==> src/rtl/dgp_pkg.sv <==
// ----------------------------------------------------------------------------
// dgp_pkg
// Shared constants, tables and types of the divided gate pattern generator.
// ----------------------------------------------------------------------------
package dgp_pkg;

   // lanes in use, at most MAX_LANES (the mask fields are MAX_LANES wide)
   localparam int LANES       = 4;
   localparam int MAX_LANES   = 4;

   localparam int RAND_W      = 6;
   localparam int CHANCE_W    = 6;
   localparam int PHASE_W     = 6;
   localparam int SEL_W       = 4;
   localparam int MASK_W      = 4;
   localparam int CV_W        = 12;
   localparam int COUNT_W     = 10;
   localparam int LEVEL_W     = 4;
   localparam int DIV_W       = 5;
   localparam int REM_W       = 4;
   localparam int TERM_W      = 7;

   // counter wraps at divisor << LIMIT_SHIFT
   localparam int LIMIT_SHIFT = 6;

   // dividend of the gate divider, consumed STEP_BITS bits per cycle
   localparam int X_W         = 12;
   localparam int STEP_BITS   = 4;
   localparam int DIV_STEPS   = X_W / STEP_BITS;
   localparam int STEP_CNT_W  = 2;

   localparam int PHASE_MAX   = 32;
   localparam int X_BIAS      = 160;
   localparam int LEVEL_TOP   = 10;
   localparam int LEVEL_SHIFT = 2;

   localparam int REQ_W       = MAX_LANES * RAND_W;
   localparam int RSP_W       = 2 * MASK_W + 2 * CV_W;

   localparam int CSR_IDX_W   = 3;
   localparam int CSR_DATA_W  = 6;

   localparam logic [CSR_IDX_W-1:0] REG_PHASE   = 3'd0;
   localparam logic [CSR_IDX_W-1:0] REG_DIVISOR = 3'd1;
   localparam logic [CSR_IDX_W-1:0] REG_CHANCE  = 3'd2;
   localparam logic [CSR_IDX_W-1:0] REG_MIXER   = 3'd3;
   localparam logic [CSR_IDX_W-1:0] REG_SCALE   = 3'd4;

   typedef struct packed {
      logic clear;
      logic start;
      logic step;
      logic commit;
   } lane_ctrl_type;

   typedef struct packed {
      logic trig;
      logic gate;
      logic pass;
   } lane_result_type;

   localparam logic [DIV_W-1:0] DIV_TAB [16][MAX_LANES] = '{
      '{5'd1,  5'd2, 5'd3, 5'd4},  '{5'd1,  5'd2, 5'd4, 5'd8},
      '{5'd2,  5'd4, 5'd8, 5'd16}, '{5'd2,  5'd3, 5'd4, 5'd5},
      '{5'd2,  5'd3, 5'd5, 5'd7},  '{5'd2,  5'd3, 5'd5, 5'd8},
      '{5'd3,  5'd5, 5'd7, 5'd9},  '{5'd3,  5'd6, 5'd9, 5'd12},
      '{5'd12, 5'd9, 5'd6, 5'd3},  '{5'd9,  5'd7, 5'd5, 5'd3},
      '{5'd8,  5'd5, 5'd3, 5'd2},  '{5'd7,  5'd5, 5'd3, 5'd2},
      '{5'd5,  5'd4, 5'd3, 5'd2},  '{5'd16, 5'd8, 5'd4, 5'd2},
      '{5'd8,  5'd4, 5'd2, 5'd1},  '{5'd4,  5'd3, 5'd2, 5'd1}
   };

   localparam logic [MASK_W-1:0] MIX_TAB [16][2] = '{
      '{4'hF, 4'h1}, '{4'hE, 4'h1}, '{4'hC, 4'h3}, '{4'h8, 4'h7},
      '{4'hA, 4'h5}, '{4'h5, 4'hA}, '{4'h9, 4'h6}, '{4'h6, 4'h9},
      '{4'hF, 4'h3}, '{4'hF, 4'h6}, '{4'hF, 4'hC}, '{4'hF, 4'h8},
      '{4'h1, 4'hE}, '{4'h3, 4'hC}, '{4'h8, 4'hE}, '{4'h1, 4'hF}
   };

   localparam logic [CV_W-1:0] SCALE_TAB [16][16] = '{
      '{12'd0, 12'd68, 12'd136, 12'd170, 12'd238, 12'd306, 12'd375, 12'd409,
        12'd477, 12'd545, 12'd579, 12'd647, 12'd715, 12'd784, 12'd818, 12'd886},
      '{12'd0, 12'd68, 12'd102, 12'd170, 12'd238, 12'd306, 12'd340, 12'd409,
        12'd477, 12'd511, 12'd579, 12'd647, 12'd715, 12'd750, 12'd818, 12'd886},
      '{12'd0, 12'd34, 12'd102, 12'd170, 12'd238, 12'd272, 12'd340, 12'd409,
        12'd443, 12'd511, 12'd579, 12'd647, 12'd681, 12'd750, 12'd818, 12'd852},
      '{12'd0, 12'd68, 12'd136, 12'd204, 12'd238, 12'd306, 12'd375, 12'd409,
        12'd477, 12'd545, 12'd613, 12'd647, 12'd715, 12'd784, 12'd818, 12'd886},
      '{12'd0, 12'd68, 12'd136, 12'd170, 12'd238, 12'd306, 12'd340, 12'd409,
        12'd477, 12'd545, 12'd579, 12'd647, 12'd715, 12'd750, 12'd818, 12'd886},
      '{12'd0, 12'd68, 12'd136, 12'd170, 12'd238, 12'd306, 12'd340, 12'd409,
        12'd477, 12'd545, 12'd579, 12'd647, 12'd715, 12'd750, 12'd818, 12'd886},
      '{12'd0, 12'd34, 12'd102, 12'd170, 12'd204, 12'd272, 12'd340, 12'd409,
        12'd443, 12'd511, 12'd579, 12'd613, 12'd681, 12'd750, 12'd818, 12'd852},
      '{12'd0, 12'd34, 12'd68, 12'd102, 12'd136, 12'd170, 12'd204, 12'd238,
        12'd272, 12'd306, 12'd341, 12'd375, 12'd409, 12'd443, 12'd477, 12'd511},
      '{12'd0, 12'd68, 12'd136, 12'd204, 12'd272, 12'd341, 12'd409, 12'd477,
        12'd545, 12'd613, 12'd682, 12'd750, 12'd818, 12'd886, 12'd954, 12'd1022},
      '{12'd0, 12'd170, 12'd340, 12'd511, 12'd681, 12'd852, 12'd1022, 12'd1193,
        12'd1363, 12'd1534, 12'd1704, 12'd1875, 12'd2045, 12'd2215, 12'd2386,
        12'd2556},
      '{12'd0, 12'd238, 12'd477, 12'd715, 12'd954, 12'd1193, 12'd1431, 12'd1670,
        12'd1909, 12'd2147, 12'd2386, 12'd2625, 12'd2863, 12'd3102, 12'd3340,
        12'd3579},
      '{12'd0, 12'd17, 12'd34, 12'd51, 12'd68, 12'd85, 12'd102, 12'd119,
        12'd136, 12'd153, 12'd170, 12'd187, 12'd204, 12'd221, 12'd238, 12'd255},
      '{12'd0, 12'd8, 12'd17, 12'd25, 12'd34, 12'd42, 12'd51, 12'd59,
        12'd68, 12'd76, 12'd85, 12'd93, 12'd102, 12'd110, 12'd119, 12'd127},
      '{12'd0, 12'd61, 12'd122, 12'd163, 12'd245, 12'd327, 12'd429, 12'd491,
        12'd552, 12'd613, 12'd654, 12'd736, 12'd818, 12'd920, 12'd982, 12'd1105},
      '{12'd0, 12'd61, 12'd130, 12'd163, 12'd245, 12'd337, 12'd441, 12'd491,
        12'd552, 12'd621, 12'd654, 12'd736, 12'd828, 12'd932, 12'd982, 12'd1105},
      '{12'd0, 12'd272, 12'd545, 12'd818, 12'd1090, 12'd1363, 12'd1636, 12'd1909,
        12'd2181, 12'd2454, 12'd2727, 12'd3000, 12'd3272, 12'd3545, 12'd3818,
        12'd4091}
   };

endpackage

==> src/rtl/dgp_lane.sv <==
// ----------------------------------------------------------------------------
// dgp_lane
// One gate lane: tick counter, iterative gate divider, level and trigger.
// ----------------------------------------------------------------------------
module dgp_lane (
   input  logic                             clock,
   input  logic                             reset,
   input  dgp_pkg::lane_ctrl_type           ctrl,
   input  logic [dgp_pkg::DIV_W-1:0]        divisor,
   input  logic [dgp_pkg::TERM_W-1:0]       phase_term,
   input  logic [dgp_pkg::RAND_W-1:0]       rand_value,
   input  logic [dgp_pkg::CHANCE_W-1:0]     chance,
   output dgp_pkg::lane_result_type         result
);

   logic [dgp_pkg::COUNT_W-1:0] count_ff, count_in;
   logic [dgp_pkg::COUNT_W:0]   cnt_inc, cnt_limit, cnt_new;
   logic [dgp_pkg::X_W-1:0]     x_start, dividend_ff, dividend_in;
   logic [dgp_pkg::REM_W-1:0]   rem_ff, rem_in, step_rem;
   logic                        q_ff, q_in, step_q;
   logic                        pass_ff, pass_in;
   logic [dgp_pkg::LEVEL_W-1:0] last_level_ff, last_level_in, level;
   logic [dgp_pkg::DIV_W-1:0]   span;

   assign cnt_inc   = {1'b0, count_ff} + (dgp_pkg::COUNT_W+1)'(1);
   assign cnt_limit = (dgp_pkg::COUNT_W+1)'(divisor) << dgp_pkg::LIMIT_SHIFT;
   assign cnt_new   = (cnt_inc >= cnt_limit) ? '0 : cnt_inc;
   assign x_start   = dgp_pkg::X_W'(cnt_new) + dgp_pkg::X_W'(dgp_pkg::X_BIAS)
                      - dgp_pkg::X_W'(phase_term);

   // restoring division, STEP_BITS quotient bits per cycle, msb first
   always_comb begin
      logic [dgp_pkg::REM_W:0]   trial;
      logic [dgp_pkg::REM_W-1:0] r;
      logic                      q;
      r = rem_ff;
      q = q_ff;
      for (int i = 0; i < dgp_pkg::STEP_BITS; i++) begin
         trial = {r, dividend_ff[dgp_pkg::X_W-1-i]};
         if (trial >= divisor) begin
            r = dgp_pkg::REM_W'(trial - divisor);
            q = 1'b1;
         end else begin
            r = dgp_pkg::REM_W'(trial);
            q = 1'b0;
         end
      end
      step_rem = r;
      step_q   = q;
   end

   // q_ff is the quotient lsb, rem_ff the remainder, once all steps are done
   assign span  = dgp_pkg::DIV_W'(divisor - dgp_pkg::DIV_W'(1) - dgp_pkg::DIV_W'(rem_ff));
   assign level = q_ff ? dgp_pkg::LEVEL_W'(dgp_pkg::LEVEL_TOP)
                         - dgp_pkg::LEVEL_W'(span >> dgp_pkg::LEVEL_SHIFT)
                       : '0;

   always_comb begin
      count_in      = count_ff;
      dividend_in   = dividend_ff;
      rem_in        = rem_ff;
      q_in          = q_ff;
      pass_in       = pass_ff;
      last_level_in = last_level_ff;
      if (ctrl.clear) begin
         count_in = '0;
      end else if (ctrl.start) begin
         count_in = dgp_pkg::COUNT_W'(cnt_new);
      end
      if (ctrl.start) begin
         dividend_in = x_start;
         rem_in      = '0;
         q_in        = 1'b0;
         pass_in     = chance < rand_value;
      end else if (ctrl.step) begin
         dividend_in = dividend_ff << dgp_pkg::STEP_BITS;
         rem_in      = step_rem;
         q_in        = step_q;
      end
      if (ctrl.commit) begin
         last_level_in = level;
      end
   end

   always_ff @(posedge clock) begin
      if (reset) begin
         count_ff      <= '0;
         last_level_ff <= '0;
      end else begin
         count_ff      <= count_in;
         last_level_ff <= last_level_in;
      end
   end

   always_ff @(posedge clock) begin
      dividend_ff <= dividend_in;
      rem_ff      <= rem_in;
      q_ff        <= q_in;
      pass_ff     <= pass_in;
   end

   assign result.trig = pass_ff && (level != last_level_ff);
   assign result.gate = |level;
   assign result.pass = pass_ff;

endmodule

==> src/rtl/dgp_merge.sv <==
// ----------------------------------------------------------------------------
// dgp_merge
// Combines lane results into masks and mixer codes, scale lookup, output reg.
// ----------------------------------------------------------------------------
module dgp_merge (
   input  logic                           clock,
   input  logic                           reset,
   input  logic                           load,
   input  dgp_pkg::lane_result_type       results [dgp_pkg::LANES],
   input  logic [dgp_pkg::MASK_W-1:0]     mask_a,
   input  logic [dgp_pkg::MASK_W-1:0]     mask_b,
   input  logic [dgp_pkg::SEL_W-1:0]      scale_sel,
   output logic                           rsp_tvalid,
   input  logic                           rsp_tready,
   output logic [dgp_pkg::RSP_W-1:0]      rsp_tdata
);

   logic [dgp_pkg::MASK_W-1:0] trig_v, gate_v, code_a, code_b;
   logic [dgp_pkg::CV_W-1:0]   cv_a, cv_b;
   logic                       valid_ff, valid_in;
   logic [dgp_pkg::RSP_W-1:0]  data_ff, data_in;

   always_comb begin
      trig_v = '0;
      gate_v = '0;
      code_a = '0;
      code_b = '0;
      for (int l = 0; l < dgp_pkg::LANES; l++) begin
         trig_v[l] = results[l].trig;
         gate_v[l] = results[l].gate;
         code_a[l] = results[l].pass && results[l].gate && mask_a[l];
         code_b[l] = results[l].gate && mask_b[l];
      end
   end

   assign cv_a = dgp_pkg::SCALE_TAB[scale_sel][code_a];
   assign cv_b = dgp_pkg::SCALE_TAB[scale_sel][code_b];

   assign data_in  = load ? {cv_b, cv_a, gate_v, trig_v} : data_ff;
   assign valid_in = load ? 1'b1 : (valid_ff && !rsp_tready);

   always_ff @(posedge clock) begin
      if (reset) begin
         valid_ff <= 1'b0;
      end else begin
         valid_ff <= valid_in;
      end
   end

   always_ff @(posedge clock) begin
      data_ff <= data_in;
   end

   assign rsp_tvalid = valid_ff;
   assign rsp_tdata  = data_ff;

endmodule

==> src/rtl/divided_gate_pattern_cv_generator.sv <==
// ----------------------------------------------------------------------------
// divided_gate_pattern_cv_generator
// Four divided gate lanes with chance gating, triggers and two stepped CVs.
// ----------------------------------------------------------------------------
//  channel  direction  handshake             payload
//  req      in         req_tvalid/tready     four 6-bit random values
//  rsp      out        rsp_tvalid/tready     trig, gate masks, cv_a, cv_b
//  csr      in         csr_we                index + 6-bit data, write only
//
//  a request first loads each lane's divider in the accept cycle, then the
//  run state steps the 4-bit-per-cycle gate divider, and the result is
//  committed while the next request is accepted.
//  the output register holds one result; a stalled rsp side holds the
//  commit and so req_tready, while a request is still taken in the idle
//  state with a result waiting in the output register.
//  reset is synchronous and clears configuration, counters and levels.
// ----------------------------------------------------------------------------
module divided_gate_pattern_cv_generator (
   input  logic                              clock,
   input  logic                              reset,
   input  logic                              req_tvalid,
   output logic                              req_tready,
   input  logic [dgp_pkg::REQ_W-1:0]         req_tdata,  // rand_lane0..rand_lane3
   output logic                              rsp_tvalid,
   input  logic                              rsp_tready,
   output logic [dgp_pkg::RSP_W-1:0]         rsp_tdata,  // trig_mask, gate_mask, cv_a, cv_b
   input  logic                              csr_we,
   input  logic [dgp_pkg::CSR_IDX_W-1:0]     csr_index,
   input  logic [dgp_pkg::CSR_DATA_W-1:0]    csr_wdata
);

   localparam logic [1:0] ST_IDLE = 2'd0;
   localparam logic [1:0] ST_RUN  = 2'd1;
   localparam logic [1:0] ST_DONE = 2'd2;

   localparam logic [dgp_pkg::STEP_CNT_W-1:0] STEP_LAST =
      dgp_pkg::STEP_CNT_W'(dgp_pkg::DIV_STEPS - 1);

   logic [1:0]                         state_ff, state_in;
   logic [dgp_pkg::STEP_CNT_W-1:0]     step_ff, step_in;
   logic [dgp_pkg::PHASE_W-1:0]        phase_ff;
   logic [dgp_pkg::SEL_W-1:0]          divset_ff, mixset_ff, scale_ff;
   logic [dgp_pkg::CHANCE_W-1:0]       chance_ff;
   logic [dgp_pkg::PHASE_W-1:0]        phase_clamp;
   logic                               out_free, start, step, commit;
   dgp_pkg::lane_ctrl_type             lane_ctrl;
   dgp_pkg::lane_result_type           results [dgp_pkg::LANES];
   logic [dgp_pkg::TERM_W-1:0]         phase_term [dgp_pkg::LANES];

   assign out_free = !rsp_tvalid || rsp_tready;

   always_comb begin
      state_in   = state_ff;
      step_in    = step_ff;
      start      = 1'b0;
      step       = 1'b0;
      commit     = 1'b0;
      req_tready = 1'b0;
      unique case (state_ff)
         ST_IDLE: begin
            req_tready = 1'b1;
            if (req_tvalid) begin
               start    = 1'b1;
               state_in = ST_RUN;
               step_in  = '0;
            end
         end
         ST_RUN: begin
            step    = 1'b1;
            step_in = step_ff + dgp_pkg::STEP_CNT_W'(1);
            if (step_ff == STEP_LAST) begin
               state_in = ST_DONE;
            end
         end
         ST_DONE: begin
            if (out_free) begin
               commit     = 1'b1;
               req_tready = 1'b1;
               if (req_tvalid) begin
                  start    = 1'b1;
                  state_in = ST_RUN;
                  step_in  = '0;
               end else begin
                  state_in = ST_IDLE;
               end
            end
         end
         default: begin
            state_in = ST_IDLE;
         end
      endcase
   end

   always_ff @(posedge clock) begin
      if (reset) begin
         state_ff <= ST_IDLE;
         step_ff  <= '0;
      end else begin
         state_ff <= state_in;
         step_ff  <= step_in;
      end
   end

   always_ff @(posedge clock) begin
      if (reset) begin
         phase_ff  <= '0;
         divset_ff <= '0;
         chance_ff <= '0;
         mixset_ff <= '0;
         scale_ff  <= '0;
      end else if (csr_we) begin
         unique case (csr_index)
            dgp_pkg::REG_PHASE:   phase_ff  <= csr_wdata;
            dgp_pkg::REG_DIVISOR: divset_ff <= dgp_pkg::SEL_W'(csr_wdata);
            dgp_pkg::REG_CHANCE:  chance_ff <= csr_wdata;
            dgp_pkg::REG_MIXER:   mixset_ff <= dgp_pkg::SEL_W'(csr_wdata);
            dgp_pkg::REG_SCALE:   scale_ff  <= dgp_pkg::SEL_W'(csr_wdata);
            default: ;
         endcase
      end
   end

   // phase steps above the top of the range act as the top
   assign phase_clamp = (phase_ff > dgp_pkg::PHASE_W'(dgp_pkg::PHASE_MAX))
                        ? dgp_pkg::PHASE_W'(dgp_pkg::PHASE_MAX) : phase_ff;

   assign lane_ctrl.clear  = csr_we && (csr_index == dgp_pkg::REG_DIVISOR);
   assign lane_ctrl.start  = start;
   assign lane_ctrl.step   = step;
   assign lane_ctrl.commit = commit;

   for (genvar l = 0; l < dgp_pkg::LANES; l++) begin : g_lane
      assign phase_term[l] = dgp_pkg::TERM_W'(phase_clamp * l);

      dgp_lane u_lane (
         .clock      (clock),
         .reset      (reset),
         .ctrl       (lane_ctrl),
         .divisor    (dgp_pkg::DIV_TAB[divset_ff][l]),
         .phase_term (phase_term[l]),
         .rand_value (req_tdata[l*dgp_pkg::RAND_W +: dgp_pkg::RAND_W]),
         .chance     (chance_ff),
         .result     (results[l])
      );
   end

   dgp_merge u_merge (
      .clock      (clock),
      .reset      (reset),
      .load       (commit),
      .results    (results),
      .mask_a     (dgp_pkg::MIX_TAB[mixset_ff][0]),
      .mask_b     (dgp_pkg::MIX_TAB[mixset_ff][1]),
      .scale_sel  (scale_ff),
      .rsp_tvalid (rsp_tvalid),
      .rsp_tready (rsp_tready),
      .rsp_tdata  (rsp_tdata)
   );

endmodule

==> config.mk <==
export PLATFORM = sky130hd
export DESIGN_NAME = divided_gate_pattern_cv_generator
export DESIGN_NICKNAME = d
export VERILOG_FILES = /design/src/rtl/dgp_pkg.sv /design/src/rtl/dgp_lane.sv /design/src/rtl/dgp_merge.sv /design/src/rtl/divided_gate_pattern_cv_generator.sv
export SDC_FILE = /design/constraint.sdc
export NUM_CORES = 1
export LEC_CHECK = 0
export BUFFER_PORTS_ARGS = -buffer_cell sky130_fd_sc_hd__buf_2
export CELL_PAD_IN_SITES_DETAIL_PLACEMENT = 0
export CELL_PAD_IN_SITES_GLOBAL_PLACEMENT = 1
export CORE_ASPECT_RATIO = 1.75
export CORE_MARGIN = 10
export CORE_UTILIZATION = 42
export DETAILED_ROUTE_END_ITERATION = 12
export GPL_ROUTABILITY_DRIVEN = 1
export PLACE_DENSITY_LB_ADDON = 0.1
export SETUP_SLACK_MARGIN = 0.1
export SLEW_MARGIN = 20
export SYNTH_ARGS = -nofsm -noshare
export SYNTH_HDL_FRONTEND = slang
export SYNTH_SLANG_ARGS = --single-unit
export TNS_END_PERCENT = 10
==> constraint.sdc <==
create_clock -name clock -period 7.1 [get_ports clock]
set_clock_uncertainty 0.2 [all_clocks]
set_input_delay 1.42 -clock clock [delete_from_list [all_inputs] [get_ports clock]]
set_output_delay 1.42 -clock clock [all_outputs]
set_load 0.02 [all_outputs]
==> impl_metrics.json <==
{
  "via_per_inst": 5.900,
  "power_switching_mw": 4.803,
  "hold_viol": 0,
  "final_layout_size_suffix_gt1_share_pct": 13.87,
  "dp_hpwl_um": 54480,
  "nFillCells": 4397,
  "register_area_mm2": 0.004636,
  "final.min_clock_period_ns": 6.855,
  "cts_buffers": 17,
  "die_w_um": 180.0,
  "grt_setup_unrepaired": "true",
  "p_clk_share_pct": 10.0,
  "synth_most_common_cell": "nand2_1",
  "finalSetupViolCount": 0,
  "ir_drop_uv": 317.7,
  "via_count": 18360,
  "critical_path.slowest_cell": "dfxtp_4",
  "final_cells": 3111,
  "crit_top_cell": "o21ai_1",
  "ys_async_sr_fraction_pct": 0,
  "io_buffers": 71,
  "grt_overflow": 0,
  "core_area_mm2": 0.04429,
  "r2r-end": "g_lane[3].u_lane.rem_ff[1]",
  "clkLatencyLatePin_ns": 0.46,
  "fmax_mhz": 145.9,
  "dieHeight_um": 300.0,
  "ys_top_cells_by_area": "ha_1, edfxtp_1, dfxtp_1",
  "final_nets": 2783,
  "hold_class": "reg -> reg",
  "arrival_ns": 6.96,
  "clkTransAtPathRegs_ns": 0.08,
  "internal-power_mw": 5.360,
  "grt_max_degree": 71,
  "final_antenna_net_count": 0,
  "ff2ff_path_depth": 37,
  "critPathCaptureType": "flop",
  "synth_edf_count": 84,
  "rows": 102,
  "hold_end": "g_lane[3].u_lane.last_level_ff[3]",
  "clock_path_buffers": 2,
  "hold_start": "g_lane[3].u_lane.last_level_ff[3]",
  "drv_slew": 0,
  "worstPathMaxFanout": 8,
  "required_ns": 7.20,
  "multi_input_area_mm2": 0.01365,
  "synthCells": 2458,
  "rr_startpoint": "divset_ff[1]",
  "drc": 0,
  "post-route-period-util_pct": 96.54,
  "start_kind": "flop",
  "syn_area_per_cell_um2": 7.654,
  "relSlewSlack_pct": 17.82,
  "worstSetupPathType": "reg -> reg",
  "slowest_delay_ns": 0.38,
  "synth_seq_cells": 189,
  "outcome": "complete, no violations",
  "drt_iter0_markers": 1101,
  "hold_depth": 2,
  "ys_top_cells_by_count": "nand2_1, nor2_1, a21oi_1",
  "initial_core_util_pct": 42.48,
  "powerDensity_mw_per_mm2": 474.1,
  "place_inst": 3055,
  "synth_area_mm2": 0.01881,
  "grt_first_pass_wirelength_um": 108100,
  "antenna_found_initial": 2,
  "p_comb_share_pct": 76.3,
  "fin_total_pwr_mw": 10.16,
  "io_pins": 72,
  "synth_top_flop_cell": "dfxtp_1",
  "tightest_slew_ns": 1.217,
  "synthToLayoutAreaGrowth_pct": 13.93,
  "clock-sinks": 189,
  "p_leak_nw": 9.098,
  "drt-pass1-iter-count": 6,
  "clockRootBuffer": "clkbuf_16",
  "seq_area_frac_synth_pct": 24.58,
  "track_usage_pct": 25.70,
  "place_congestion": 1.097,
  "ys_types": 95,
  "grt_pass1_vias": 18150,
  "power_frac_seq_pct": 13.6,
  "yosysTopAreaCell": "ha_1",
  "holdWs_ns": 0.2692,
  "routed_wl_um": 72020,
  "r2r_setup_slack_ns": 0.25,
  "dieArea_mm2": 0.05399,
  "tritoncts": "done",
  "p_sw_share_pct": 47.26,
  "maxCapViolCount": 0,
  "yosys.area.top_type_share_pct": 13.70,
  "avgRoutedWirePerCell_um": 23.15,
  "synth_warnings": 0,
  "post-route-util_pct": 48.40,
  "h-tree-depth": 4
}
## area by class of cell
cell class	instances	area share [%]
diodes	1	0.01167
clock buffers	19	2.113
clock inverters	13	0.7413
inverters	154	2.732
multi-input cells	1978	63.68
flip-flops and latches	189	21.63
well taps	572	3.339
repair buffers	185	5.761
## worst max path at each step
stage / start / endpoint / depth (start not counted)
after CTS: divset_ff[0] / g_lane[3].u_lane.rem_ff[1] / 39
after floorplan: divset_ff[1] / g_lane[0].u_lane.rem_ff[2] / 36
after global routing: divset_ff[0] / g_lane[3].u_lane.rem_ff[1] / 38
after global placement: divset_ff[0] / g_lane[3].u_lane.rem_ff[1] / 38
after detailed placement: divset_ff[0] / g_lane[3].u_lane.rem_ff[1] / 38
final: divset_ff[1] / g_lane[3].u_lane.rem_ff[1] / 37
## layer usage
layer / global-route usage (%) / part of all wire, % / up-vias
li1: - / - / 8887
met3: 3.572 / 3.6 / 231
met1: 23.81 / 34 / 8731
met2: 48.73 / 53 / 504
met4: 21.53 / 9.0 / 2
met5: 0 / 0.0097 / -
## worst max-delay path, delay by kind of cell (launching register included)
kind / cells / cell delay, ns
adders and majority gates: 5 / 1.19
DFF: 1 / 0.38
buffers and inverters: 3 / 0.34
and+or+nand+nor: 7 / 0.74
muxes: 2 / 0.51
AOI/OAI and AO/OA: 20 / 3.35
## sequential cells by signal (all words and copies together), names as in the netlist, 6 cells and up
signal,flops
chance_ff,6
g_lane.u_lane.rem_ff,16
g_lane.u_lane.count_ff,40
phase_ff,6
g_lane.u_lane.last_level_ff,16
g_lane.u_lane.dividend_ff,48
u_merge.rsp_tdata,32
## timing repair
action	in CTS	in global routing
hold buffers	0	0
gates resized for setup	11	79
buffers inserted	4	19
pin swaps	8	44
setup endpoints to repair	12	19
## placed cells by master, fill, tap and decap left out, types with 17 or more instances in the layout
cell type,Yosys,routed
xnor2_1,63,63
nand2b_1,51,51
xor2_1,55,55
clkbuf_16,0,17
nor2b_1,44,40
a31oi_1,27,26
a21o_1,60,54
buf_4,2,110
a21oi_1,227,212
buf_2,3,71
a211oi_1,45,45
edfxtp_1,84,84
o21ai_0,174,160
inv_1,149,144
nand3_1,67,67
nor2_1,254,246
and2_1,24,24
mux2i_1,39,37
dfxtp_1,105,102
nand2_1,300,297
o211ai_1,38,38
nor3_1,35,35
ha_1,206,187
ha_4,0,17
## power by group through the flow
stage / sequential [mW] / clock [mW] / combinational, mW
after detailed placement: 1.40 / 0 / 6.69
after global placement: 1.40 / 0 / 6.58
final: 1.38 / 1.02 / 7.76
after global routing: 1.40 / 1.10 / 8.49
after CTS: 1.38 / 1.05 / 6.94
after floorplan: 1.35 / 0 / 4.99
## metrics by stage
| stage | setup WS, ns | TNS [ns] | cell area (um2) |
|---|---|---|---|
| final | 0.2454 | 0 | 21440 |
| after global routing | -0.001233 | -0.001233 | 21430 |
| after CTS | 0.05535 | 0 | 20880 |
| after detailed placement | -0.2172 | -0.8681 | 20190 |
| after global placement | -0.1135 | -0.3373 | 20190 |
| after floorplan | 0.05977 | 0 | 18900 |
## logic make-up after synthesis
| kind of cell | after synthesis | share of synthesized area (%) |
|---|---|---|
| buffers and inverters | 292 | 5.939 |
| AOI/OAI and AO/OA | 739 | 25.17 |
| xor gates and xnor gates | 118 | 5.493 |
| muxes | 56 | 3.332 |
| DFF | 189 | 24.58 |
| and+or+nand+nor | 838 | 20.01 |
| adders and majority gates | 225 | 15.46 |
| other | 1 | 0.01993 |
No activity file was read; power rests on OpenSTA's default activity.
